### src/design/fud_pkg.sv
// package for the url form decoder: event and error codes, result struct,
// character constants and the hex digit helper; no dependencies
`default_nettype none

package fud_pkg;

    typedef enum logic [2:0] {
        EV_NONE       = 3'd0,
        EV_NAME_BYTE  = 3'd1,
        EV_NAME_END   = 3'd2,
        EV_VALUE_BYTE = 3'd3,
        EV_VALUE_END  = 3'd4,
        EV_ERROR      = 3'd5
    } fud_event_t;

    typedef enum logic [2:0] {
        ERR_OK    = 3'd0,
        ERR_SEP   = 3'd1,
        ERR_QUOTE = 3'd2,
        ERR_LONG  = 3'd3,
        ERR_HEX   = 3'd4,
        ERR_END   = 3'd5
    } fud_error_t;

    typedef struct packed {
        fud_event_t ev;
        logic [7:0] data;
        fud_error_t err;
    } fud_result_t;

    localparam logic [7:0] CH_AMP   = 8'h26;
    localparam logic [7:0] CH_PLUS  = 8'h2B;
    localparam logic [7:0] CH_EQ    = 8'h3D;
    localparam logic [7:0] CH_PCT   = 8'h25;
    localparam logic [7:0] CH_SQUOT = 8'h27;
    localparam logic [7:0] CH_DQUOT = 8'h22;
    localparam logic [7:0] CH_SPACE = 8'h20;
    localparam logic [7:0] CH_CR    = 8'h0D;

    // bit 4 set means not a hex digit
    function automatic logic [4:0] hex_value(input logic [7:0] c);
        logic [4:0] v;
        v = 5'h10;
        if (c >= 8'h30 && c <= 8'h39) begin
            v = {1'b0, 4'(c - 8'h30)};
        end else if (c >= 8'h61 && c <= 8'h66) begin
            v = {1'b0, 4'(c - 8'h61 + 8'd10)};
        end else if (c >= 8'h41 && c <= 8'h46) begin
            v = {1'b0, 4'(c - 8'h41 + 8'd10)};
        end
        return v;
    endfunction

endpackage

`default_nettype wire

### src/design/fud_core.sv
// decoder state registers and the per-character decode logic
// depends on fud_pkg
`default_nettype none

module fud_core #(
    parameter int MAX_NAME_LEN = 255
) (
    input  wire                  aclk,
    input  wire                  aresetn,
    input  wire                  step,
    input  wire                  kind,
    input  wire [7:0]            data_byte,
    output fud_pkg::fud_result_t result
);
    import fud_pkg::*;

    localparam int NL_W = $clog2(MAX_NAME_LEN + 1);
    localparam logic [NL_W-1:0] LEN_MAX = NL_W'(MAX_NAME_LEN);

    logic            in_name_reg,  in_name_next;
    logic            esc_reg,      esc_next;
    logic            digit_reg,    digit_next;
    logic [3:0]      hi_reg,       hi_next;
    logic [NL_W-1:0] len_reg,      len_next;
    logic            failed_reg,   failed_next;

    logic [4:0] hv;
    logic [7:0] dec_byte;

    assign hv       = hex_value(data_byte);
    assign dec_byte = {hi_reg, hv[3:0]};

    always_comb begin
        in_name_next = in_name_reg;
        esc_next     = esc_reg;
        digit_next   = digit_reg;
        hi_next      = hi_reg;
        len_next     = len_reg;
        failed_next  = failed_reg;
        result       = '{ev: EV_NONE, data: 8'h00, err: ERR_OK};

        if (kind) begin
            in_name_next = 1'b1;
            esc_next     = 1'b0;
            digit_next   = 1'b0;
            hi_next      = 4'h0;
            len_next     = '0;
            failed_next  = 1'b0;
            if (failed_reg) begin
                result.ev = EV_NONE;
            end else if (in_name_reg || esc_reg) begin
                result.ev  = EV_ERROR;
                result.err = ERR_END;
            end else begin
                result.ev = EV_VALUE_END;
            end
        end else if (failed_reg) begin
            result.ev = EV_NONE;
        end else if (esc_reg) begin
            if (hv[4]) begin
                failed_next = 1'b1;
                result.ev   = EV_ERROR;
                result.err  = ERR_HEX;
            end else if (!digit_reg) begin
                hi_next    = hv[3:0];
                digit_next = 1'b1;
            end else begin
                esc_next   = 1'b0;
                digit_next = 1'b0;
                hi_next    = 4'h0;
                // decoded carriage return is dropped
                if (dec_byte != CH_CR) begin
                    result.ev   = EV_VALUE_BYTE;
                    result.data = dec_byte;
                end
            end
        end else begin
            priority if (data_byte == CH_AMP) begin
                if (in_name_reg) begin
                    failed_next = 1'b1;
                    result.ev   = EV_ERROR;
                    result.err  = ERR_SEP;
                end else begin
                    in_name_next = 1'b1;
                    len_next     = '0;
                    result.ev    = EV_VALUE_END;
                end
            end else if (data_byte == CH_PLUS) begin
                if (in_name_reg) begin
                    failed_next = 1'b1;
                    result.ev   = EV_ERROR;
                    result.err  = ERR_SEP;
                end else begin
                    result.ev   = EV_VALUE_BYTE;
                    result.data = CH_SPACE;
                end
            end else if (data_byte == CH_EQ) begin
                if (in_name_reg) begin
                    in_name_next = 1'b0;
                    result.ev    = EV_NAME_END;
                end else begin
                    result.ev   = EV_VALUE_BYTE;
                    result.data = data_byte;
                end
            end else if (data_byte == CH_PCT) begin
                if (in_name_reg) begin
                    failed_next = 1'b1;
                    result.ev   = EV_ERROR;
                    result.err  = ERR_SEP;
                end else begin
                    esc_next   = 1'b1;
                    digit_next = 1'b0;
                end
            end else if (data_byte == CH_SQUOT || data_byte == CH_DQUOT) begin
                failed_next = 1'b1;
                result.ev   = EV_ERROR;
                result.err  = ERR_QUOTE;
            end else if (in_name_reg) begin
                if (len_reg >= LEN_MAX) begin
                    failed_next = 1'b1;
                    result.ev   = EV_ERROR;
                    result.err  = ERR_LONG;
                end else begin
                    len_next    = len_reg + 1'b1;
                    result.ev   = EV_NAME_BYTE;
                    result.data = data_byte;
                end
            end else begin
                result.ev   = EV_VALUE_BYTE;
                result.data = data_byte;
            end
        end
    end

    always_ff @(posedge aclk) begin
        if (!aresetn) begin
            in_name_reg <= 1'b1;
            esc_reg     <= 1'b0;
            digit_reg   <= 1'b0;
            hi_reg      <= 4'h0;
            len_reg     <= '0;
            failed_reg  <= 1'b0;
        end else if (step) begin
            in_name_reg <= in_name_next;
            esc_reg     <= esc_next;
            digit_reg   <= digit_next;
            hi_reg      <= hi_next;
            len_reg     <= len_next;
            failed_reg  <= failed_next;
        end
    end

    ap_len_bound: assert property (@(posedge aclk) disable iff (!aresetn)
        len_reg <= LEN_MAX)
        else $error("name length past limit");

    ap_digit_needs_esc: assert property (@(posedge aclk) disable iff (!aresetn)
        digit_reg |-> esc_reg)
        else $error("digit flag without escape");

    ap_esc_not_in_name: assert property (@(posedge aclk) disable iff (!aresetn)
        esc_reg |-> !in_name_reg)
        else $error("escape open inside a name");

endmodule

`default_nettype wire

### src/design/form_urlencoded_decoder_unit.sv
// Form urlencoded decoder: takes one encoded character (or an end of stream
// marker) per request and returns exactly one result per request. A request
// is captured in the input register, decoded by short combinational logic and
// loaded into the output register once that register is empty or being
// taken, where its result sits until taken. A new request can be accepted
// every cycle while results drain, so the sustained rate is one request per
// clock. A waiting result stalls the input only once the input register is
// full as well. Errors on a character latch the decoder silent until the
// next end of stream marker.
// depends on fud_pkg and fud_core
`default_nettype none

module form_urlencoded_decoder_unit #(
    parameter int MAX_NAME_LEN = 255
) (
    input  wire         aclk,
    input  wire         aresetn,
    input  wire         s_tvalid,
    output logic        s_tready,
    input  wire  [7:0]  s_tdata,   // [7:0] data_byte
    input  wire         s_tuser,   // [0] kind
    output logic        m_tvalid,
    input  wire         m_tready,
    output logic [15:0] m_tdata,   // [7:0] out_byte, [10:8] error_code, rest zero
    output logic [2:0]  m_tuser    // [2:0] event_res
);
    import fud_pkg::*;

    logic        in_valid_reg;
    logic        kind_reg;
    logic [7:0]  byte_reg;
    logic        out_valid_reg;
    fud_result_t out_reg;
    fud_result_t result;
    logic        load_out;

    assign load_out = in_valid_reg && (!out_valid_reg || m_tready);
    assign s_tready = !in_valid_reg || load_out;

    always_ff @(posedge aclk) begin
        if (!aresetn) begin
            in_valid_reg <= 1'b0;
        end else if (s_tready) begin
            in_valid_reg <= s_tvalid;
        end
    end

    always_ff @(posedge aclk) begin
        if (s_tready && s_tvalid) begin
            kind_reg <= s_tuser;
            byte_reg <= s_tdata;
        end
    end

    fud_core #(
        .MAX_NAME_LEN(MAX_NAME_LEN)
    ) u_core (
        .aclk      (aclk),
        .aresetn   (aresetn),
        .step      (load_out),
        .kind      (kind_reg),
        .data_byte (byte_reg),
        .result    (result)
    );

    always_ff @(posedge aclk) begin
        if (!aresetn) begin
            out_valid_reg <= 1'b0;
        end else if (load_out) begin
            out_valid_reg <= 1'b1;
        end else if (m_tready) begin
            out_valid_reg <= 1'b0;
        end
    end

    always_ff @(posedge aclk) begin
        if (load_out) begin
            out_reg <= result;
        end
    end

    assign m_tvalid = out_valid_reg;
    assign m_tuser  = out_reg.ev;
    assign m_tdata  = {5'b0, out_reg.err, out_reg.data};

    ap_err_only_with_error: assert property (@(posedge aclk) disable iff (!aresetn)
        m_tvalid |-> ((out_reg.ev == EV_ERROR) == (out_reg.err != ERR_OK)))
        else $error("error code does not match event");

    ap_byte_only_with_data: assert property (@(posedge aclk) disable iff (!aresetn)
        (m_tvalid && out_reg.ev != EV_NAME_BYTE && out_reg.ev != EV_VALUE_BYTE)
        |-> (out_reg.data == 8'h00))
        else $error("byte set on a non-data event");

    ap_ready_when_empty: assert property (@(posedge aclk) disable iff (!aresetn)
        (!out_valid_reg || !in_valid_reg) |-> s_tready)
        else $error("input stalled with room downstream");

    ap_result_follows: assert property (@(posedge aclk) disable iff (!aresetn)
        load_out |=> m_tvalid)
        else $error("decoded request did not reach output");

endmodule

`default_nettype wire
### config.mk
export PLATFORM = sky130hd
export DESIGN_NAME = form_urlencoded_decoder_unit
export DESIGN_NICKNAME = d
export VERILOG_FILES = /design/src/design/fud_pkg.sv /design/src/design/fud_core.sv /design/src/design/form_urlencoded_decoder_unit.sv
export SDC_FILE = /design/constraint.sdc
export NUM_CORES = 1
export LEC_CHECK = 0
export ABC_CLOCK_PERIOD_IN_PS = 4700
export BUFFER_PORTS_ARGS = -buffer_cell sky130_fd_sc_hd__buf_4
export CAP_MARGIN = 10
export CORE_ASPECT_RATIO = 0.9
export CORE_MARGIN = 5
export CORE_UTILIZATION = 45
export CTS_CLUSTER_DIAMETER = 150
export DETAILED_ROUTE_END_ITERATION = 8
export PLACE_DENSITY = 0.72
export SKIP_CTS_REPAIR_TIMING = 1
export SLEW_MARGIN = 25
export SYNTH_ARGS = -nofsm -noshare
export SYNTH_HDL_FRONTEND = slang
export SYNTH_HIERARCHICAL = 1
export SYNTH_SLANG_ARGS = --single-unit
### constraint.sdc
create_clock -name aclk -period 4.7 [get_ports aclk]
set_clock_uncertainty 0.15 [all_clocks]
set_input_delay 0.47 -clock aclk [delete_from_list [all_inputs] [get_ports aclk]]
set_output_delay 0.47 -clock aclk [all_outputs]
set_load 0.05 [all_outputs]
==> metrics.txt, run 1 <==
share of post-route cells with drive strength above 1=between 10% and 20%; synth warn=6; clock sinks=just over 40; DRT Wirelength=5950 µm; antenna cells=0; status=complete, no violations; Setup CP Type=flop to flop; DP Cell Count=~350; Post-synth ARST share=0%; via count=~2300; worst slack, placed=just under 2 ns; Port Buffers=28; largest net degree at the start of global routing=25; Worst VDD drop=152 µV; Top Metal Used=met4; reported max-cap violation count=0; Synth Flop Type=edfxtp_1; metal3 WL=532 µm; CP endpoint kind=flop; chip width=88.9 µm; critical path required time=roughly 4.6 ns; clk root buf=clkbuf_8; setup ws final=roughly 1.9 ns; count leader, synth=edfxtp_1; CP arrival=2.74 ns; total grt overflow=0; initial antenna violation count=0; Via density=6.35; Die ar.=7210 µm²; GRT Util Overall=17.7%; area leader, netlist=edfxtp_1; core footprint=approximately 5300 µm²; max frequency=352 MHz; first-pass GRT wire length=9890 µm; Netlist Area Pre-Place=between 2000 and 3000 µm²; clk slew on worst S/H paths=approximately 0.08 ns; DR WL/cell=16.5 µm; vias in the first global route=1994; fin util=53.4%; most instantiated cells after synthesis=edfxtp_1, dfxtp_1, nand2_1; # IOs=34; Seq/Total Area, Yosys=41.6%; Hold Crit Class=input port to flop; final number of hold-violating endpoints=0; Remaining DRCs=0; Met2 Wirelength=~2600 µm; DRT Pass-1 Iters=4; TritonCTS clock tree=done; row count=25; setup TNS=0 ns; Avg Cell Area, Syn=~9.2 µm²; Post-synth EDFFs=23; antenna-violating nets left=0; synth top area cells=edfxtp_1, dfxtp_1, a21oi_1; Worst setup SP type=flop; M1 wire length=around 2800 µm; RSZ-0062 raised after global routing=no; Synth top area share=a little over a quarter; worst slew pin tran=0.849 ns; worst-skew pair later-pin latency=approximately 0.30 ns; CTS Buffer Depth=2; total power=around 0.81 mW; DP HPWL=roughly 4300 µm; Final Cycle Share=about three fifths; Final min period=roughly 2.8 ns; CP max FO=7; initial drt markers=about 330; worst hold slack=around 0.19 ns; Setup violations, final=0; Layout area overhead=13.2%; LEAKAGE=1.04 nW; max reg flops=11; Power per Cell Area=285 nW/µm²; area post-placement=roughly 2700 µm²; Die Y-Extent=81.0 µm; H-tree Lvls=2; cts bufs inserted=5; initial core utilization=47.2%; Max-slew headroom=a little over two fifths; placer congestion estimate=just over 0.9; Non-Filler Instances=361; fin. max-slew vios=0; cells after synthesis=273; post-synthesis cell type count=slightly above 60; final instance area=about 2900 µm²; FF+latch count, synth=41; final net count=311
==> cell families (layout without fill, tap and decap cells) <==
group                    Yosys count  after routing  synth area share (%)
adder cells (fa/ha/maj)            5              5                  2.48
other                              1              5                 0.149
buffers and inverters             32             49                  5.85
flip-flops                        41             41                  41.6
AO/OA/AOI/OAI                     95             95                  26.5
AND/OR/NAND/NOR                   95             95                  21.7
multiplexers                       4              4                  1.64
==> where the power goes <==
group / internal, mW / total [mW] / switching, mW
Clock: 0.173 / 0.294 / 0.121
Combinational: 0.0373 / 0.113 / 0.0756
Sequential: 0.393 / 0.407 / 0.0140
==> layout by cell type (no fill, tap or decap), drive strengths merged, types with 3 or more instances in the layout <==
master   synthesis  layout
a22o             4       4
a31oi            4       4
o31ai            6       6
mux2i            3       3
o211ai           7       7
o311ai           4       4
or2              4       4
a21oi           16      16
o2111ai          3       3
inv             12      12
nand2           17      17
o21ai           16      16
or3              6       6
nor4             3       3
buf              7      29
or4              3       3
a211oi           6       6
nand4            4       4
nand2b           3       3
nand3           13      13
nor3             8       8
and2             3       3
conb             1       5
ha               5       5
a21o             4       4
clkbuf          13       7
nor2            15      15
edfxtp          23      23
dfxtp           18      18
==> path summary, 6_finish.rpt <==
check                                  startpoint                end  slack, ns  cells past startpoint
worst min register to register  u_core/len_reg[5]  u_core/len_reg[5]       0.34                      2
worst min-delay path                   s_tdata[2]        byte_reg[2]       0.19                      1
worst max-delay path                  byte_reg[0]         m_tuser[1]       1.86                      7
worst max register to register        byte_reg[0]         m_tuser[1]       1.86                      7
==> routing by layer <==
metal	global-route usage (%)	vias up
li1	-	1090
met1	25.7	1082
met2	25.4	115
met3	5.17	6
met4	5.36	0
met5	0	-
==> critical path, stage by stage, from the launching register on <==
cell and delay (ns):
edfxtp_1 0.49, inv_1 0.26, ha_1 0.24, or3b_2 0.47, nand4_1 0.27, nand2_1 0.11
and2_1 0.24, a221o_1 0.36
==> area by class of cell <==
type / count / area (µm²)
clock buffers: 7 / 86.3
clock inverters: 1 / 30.0
fillers: 499 / 2490
inverters: 12 / 45.0
multi-input cells: 204 / 1340
flip-flops and latches: 41 / 1050
well taps: 67 / 83.8
repair buffers: 29 / 218
(Power assumes the default switching activity.)
==> run 2, diff against run 1 <==
Settings changed: ABC_CLOCK_PERIOD_IN_PS 4700 to 2800.
Clock period 4.7 ns to 2.8 ns, I/O delays scaled along.
==> metrics.txt, run 2 (synthesis results as in run 1) <==
status=complete, no violations; met1 usage=roughly 27%; Worst VDD drop=210 µV; grt met3 use=a little under 4%; most frequent cells in the layout=buf_4, edfxtp_1, dfxtp_1; DR WL/cell=15.9 µm; Max-slew headroom=between 40% and 50%; Power per Cell Area=425 nW/µm²; worst slack, placed=approximately 0.18 ns; CP arrival=about 2.5 ns; Die ar.=7210 µm²; fin. max-slew vios=0; max reg flops=11; antenna cells=0; worst slew pin tran=~0.77 ns; Layout fillers=478; total grt overflow=0; DRT Pass-1 Iters=5; clock sinks=41; GRT Util Overall=around 18%; final number of hold-violating endpoints=0; initial antenna violation count=0; RSZ-0062 raised after global routing=no; Final Cycle Share=between 90% and 100%; cts bufs inserted=5; setup TNS=0 ns; DRT Wirelength=6040 µm; r2r setup slk=0.18 ns; GRT Max-Usage Layer=met1; vias in the first global route=around 2100; LEAKAGE=about 1.1 nW; worst-skew pair later-pin latency=0.30 ns; first-pass GRT wire length=just over 10000 µm; Layout area overhead=18.2%; Port Buffers=28; # IOs=34; Hold Crit Class=input port to flop; initial drt markers=around 330; met2 Track Usage GR=25.5%; share of post-route cells with drive strength above 1=around a fifth; DP Cell Count=between 300 and 400; commonest non-fill, non-tap cell in the layout=buf_4; setup ws final=0.184 ns; DP HPWL=4410 µm; Worst setup SP type=flop; max frequency=382 MHz; reported max-cap violation count=0; Setup violations, final=0; Die Y-Extent=around 80 µm; final net count=between 300 and 400; row count=25; via count=approximately 2300; clk slew on worst S/H paths=roughly 0.080 ns; antenna-violating nets left=0; H-tree Lvls=2; critical path required time=2.71 ns; CP max FO=7; TritonCTS clock tree=done; core footprint=5350 µm²; clk root buf=clkbuf_8; CTS Buffer Depth=2; chip width=approximately 89 µm; CP endpoint kind=flop; largest net degree at the start of global routing=23; Setup CP Type=flop to flop; Via density=about 6; Final min period=around 2.6 ns; Non-Filler Instances=379; placer congestion estimate=roughly 0.93; initial core utilization=47.2%; Remaining DRCs=0
==> run 2: worst max-delay path, cell delays in order, from the launching register on <==
cell      delay, ns
edfxtp_1       0.50
inv_1          0.20
ha_1           0.21
or3b_2         0.46
nand4_1        0.19
nand2_1        0.09
and2_1         0.23
a221o_1        0.34
==> run 2: per-layer routing <==
layer  part of all wire, %  wire length [µm]  up-vias
li1                      -                 -     1127
met1                    48              2910     1067
met2                    42              2550      102
met3                   8.2               493       10
met4                   1.4                83        0
met5                     0                 0        -
==> run 2: area by class of cell <==
type	count	area, µm²	share of cell area (%)
clock buffers	5	68.8	2.31
clock inverters	3	17.5	0.587
multi-input cells	204	1350	45.2
well taps	67	83.8	2.81
repair buffers	47	368	12.3
flip-flops and latches	41	1050	35.2
inverters	12	45.0	1.51
==> run 2: stage by stage <==
| step | instance area (µm²) | util [%] | total power [mW] | hold WS, ns |
|---|---|---|---|---|
| 3_3_place_gp | 2810 | 52.5 | 0.887 | 0.308 |
| 3_5_place_dp | 2810 | 52.5 | 0.890 | 0.309 |
| 6_report | 2980 | 55.8 | 1.27 | 0.00701 |
| 5_1_grt | 2980 | 55.8 | 1.33 | 0.000842 |
| 4_1_cts | 2890 | 54.1 | 1.27 | -0.000577 |
| 2_1_floorplan | 2540 | - | 0.831 | 0.202 |
==> run 2: path summary, 6_finish.rpt <==
kind	start	end	cells past startpoint
worst max-delay path	byte_reg[0]	m_tuser[1]	7
worst min-delay path	s_tuser	kind_reg	1
worst max register to register	byte_reg[0]	m_tuser[1]	7
worst min register to register	u_core/len_reg[5]	u_core/len_reg[5]	2
==> run 2: report_power, final <==
| group | internal (mW) | leakage (nW) | total, mW | switching (mW) |
|---|---|---|---|---|
| logic | 0.0747 | 0.697 | 0.205 | 0.130 |
| registers | 0.659 | 0.365 | 0.682 | 0.0233 |
| clock network | 0.172 | 0.0439 | 0.382 | 0.210 |
| total | 0.906 | 1.11 | 1.27 | 0.363 |
==> run 3, diff against run 2 <==
--- a/constraint.sdc
+++ b/constraint.sdc
@@ -3,3 +3,3 @@
 set_input_delay 0.28 -clock aclk [delete_from_list [all_inputs] [get_ports aclk]]
 set_output_delay 0.28 -clock aclk [all_outputs]
-set_load 0.05 [all_outputs]
+set_load 0.005 [all_outputs]
==> metrics.txt, run 3 (synthesis results as in run 1) <==
Die ar.=between 7000 and 8000 µm²; row count=25; CP endpoint kind=flop; Setup CP Type=flop to flop; clock sinks=41; critical path required time=2.87 ns; Layout area overhead=19.4%; TritonCTS clock tree=done; Setup violations, final=0; clk slew on worst S/H paths=approximately 0.08 ns; worst-skew pair later-pin latency=roughly 0.30 ns; slowest CP cell=or3b_2; status=complete, no violations; initial antenna violation count=0; cts bufs inserted=5; reported max-cap violation count=0; clk root buf=clkbuf_8; CP max FO=8; most frequent cells in the layout=buf_4, edfxtp_1, dfxtp_1; Port Buffers=28; GRT Util Overall=between 10% and 20%; slowest cell delay on critical path=slightly below 0.5 ns; H-tree Lvls=2; share of post-route cells with drive strength above 1=19.3%; fin util=between 50% and 60%; Final min period=between 2 and 3 ns; via count=2317; Worst VDD drop=just over 300 µV; vias in the first global route=between 2000 and 2500; Via density=a little over 6; commonest non-fill, non-tap cell in the layout=buf_4; first-pass GRT wire length=between 10000 and 15000 µm; total grt overflow=0; antenna-violating nets left=0; Worst setup SP type=flop; max reg flops=11; DRT Wirelength=6280 µm; CP cell instances=inv_1, ha_1, or3b_2, and4_1, o211ai_1, buf_4, nand3_1, a21oi_1; chip width=approximately 89 µm; Die Y-Extent=81.0 µm; CP arrival=roughly 2.7 ns; final net count=~330; Remaining DRCs=0; Final Cycle Share=~95%; CTS Buffer Depth=2; # IOs=34; fin. max-slew vios=0; placer congestion estimate=0.890; worst slew pin tran=approximately 0.73 ns; Power per Cell Area=about 400 nW/µm²; initial core utilization=a little under half; antenna cells=0; DP HPWL=approximately 4600 µm; DR WL/cell=about 16 µm; area post-placement=between 2000 and 3000 µm²; Hold Crit Class=input port to flop; Max-slew headroom=50.8%; initial drt markers=around 200; DRT Pass-1 Iters=5; largest net degree at the start of global routing=23; core footprint=between 5000 and 6000 µm²; max frequency=approximately 380 MHz; final number of hold-violating endpoints=0; LEAKAGE=about 1.1 nW; final instance area=3010 µm²
[run 3: cell types whose count changed in the layout (fill, tap and decap cells not counted), sizes merged]
cell         delta
buf             +1
dlygate4sd3     +3
[run 3: critical path: cells and delay by family (launching register included)]
kind	cells	cell delay (ns)
AO/OA/AOI/OAI	2	0.51
buffers and inverters	2	0.31
flip-flops	1	0.48
adder cells (fa/ha/maj)	1	0.27
AND/OR/NAND/NOR	3	0.86
[run 3: cell type report]
type | instances | area (µm²)
Fill cell | 467 | 2330
Multi-Input combinational cell | 204 | 1340
Inverter | 12 | 45.0
Clock inverter | 3 | 17.5
Clock buffer | 5 | 68.8
Timing Repair Buffer | 51 | 405
Sequential cell | 41 | 1050
Tap cell | 67 | 83.8
[run 3: metal layers]
metal / up-vias / wire length (µm) / GRT usage [%]
li1: 1134 / - / -
met1: 1091 / 2990 / 26.2
met2: 86 / 2740 / 26.2
met3: 6 / 494 / 3.25
met4: 0 / 53 / 6.25
met5: - / 0 / 0
[run 3: final timing paths]
| kind | slack, ns | end | from | cells after the start |
|---|---|---|---|---|
| max | 0.13 | u_core/hi_reg[3] | byte_reg[1] | 8 |
| min | 0.07 | in_valid_reg | s_tvalid | 3 |
| max reg2reg | 0.13 | u_core/hi_reg[3] | byte_reg[1] | 8 |
| min reg2reg | 0.33 | u_core/len_reg[5] | u_core/len_reg[5] | 2 |
[run 3: per-stage QoR]
stage	total power, mW	std cells	setup TNS (ns)	hold slack [ns]	worst slack (ns)
6_report	1.22	383	0	0.0730	0.135
5_1_grt	1.28	383	-0.0201	0.0935	-0.0153
4_1_cts	1.22	373	0	-0.0115	0.119
3_5_place_dp	0.842	365	0	0.309	0.171
3_3_place_gp	0.840	365	0	0.308	0.182
2_1_floorplan	0.781	277	0	0.202	0.0874
[run 3: power by group]
| part | switching, mW | total [mW] | internal (mW) |
|---|---|---|---|
| sequential | 0.0199 | 0.679 | 0.659 |
| combinational | 0.0867 | 0.163 | 0.0768 |
| clock | 0.207 | 0.379 | 0.172 |
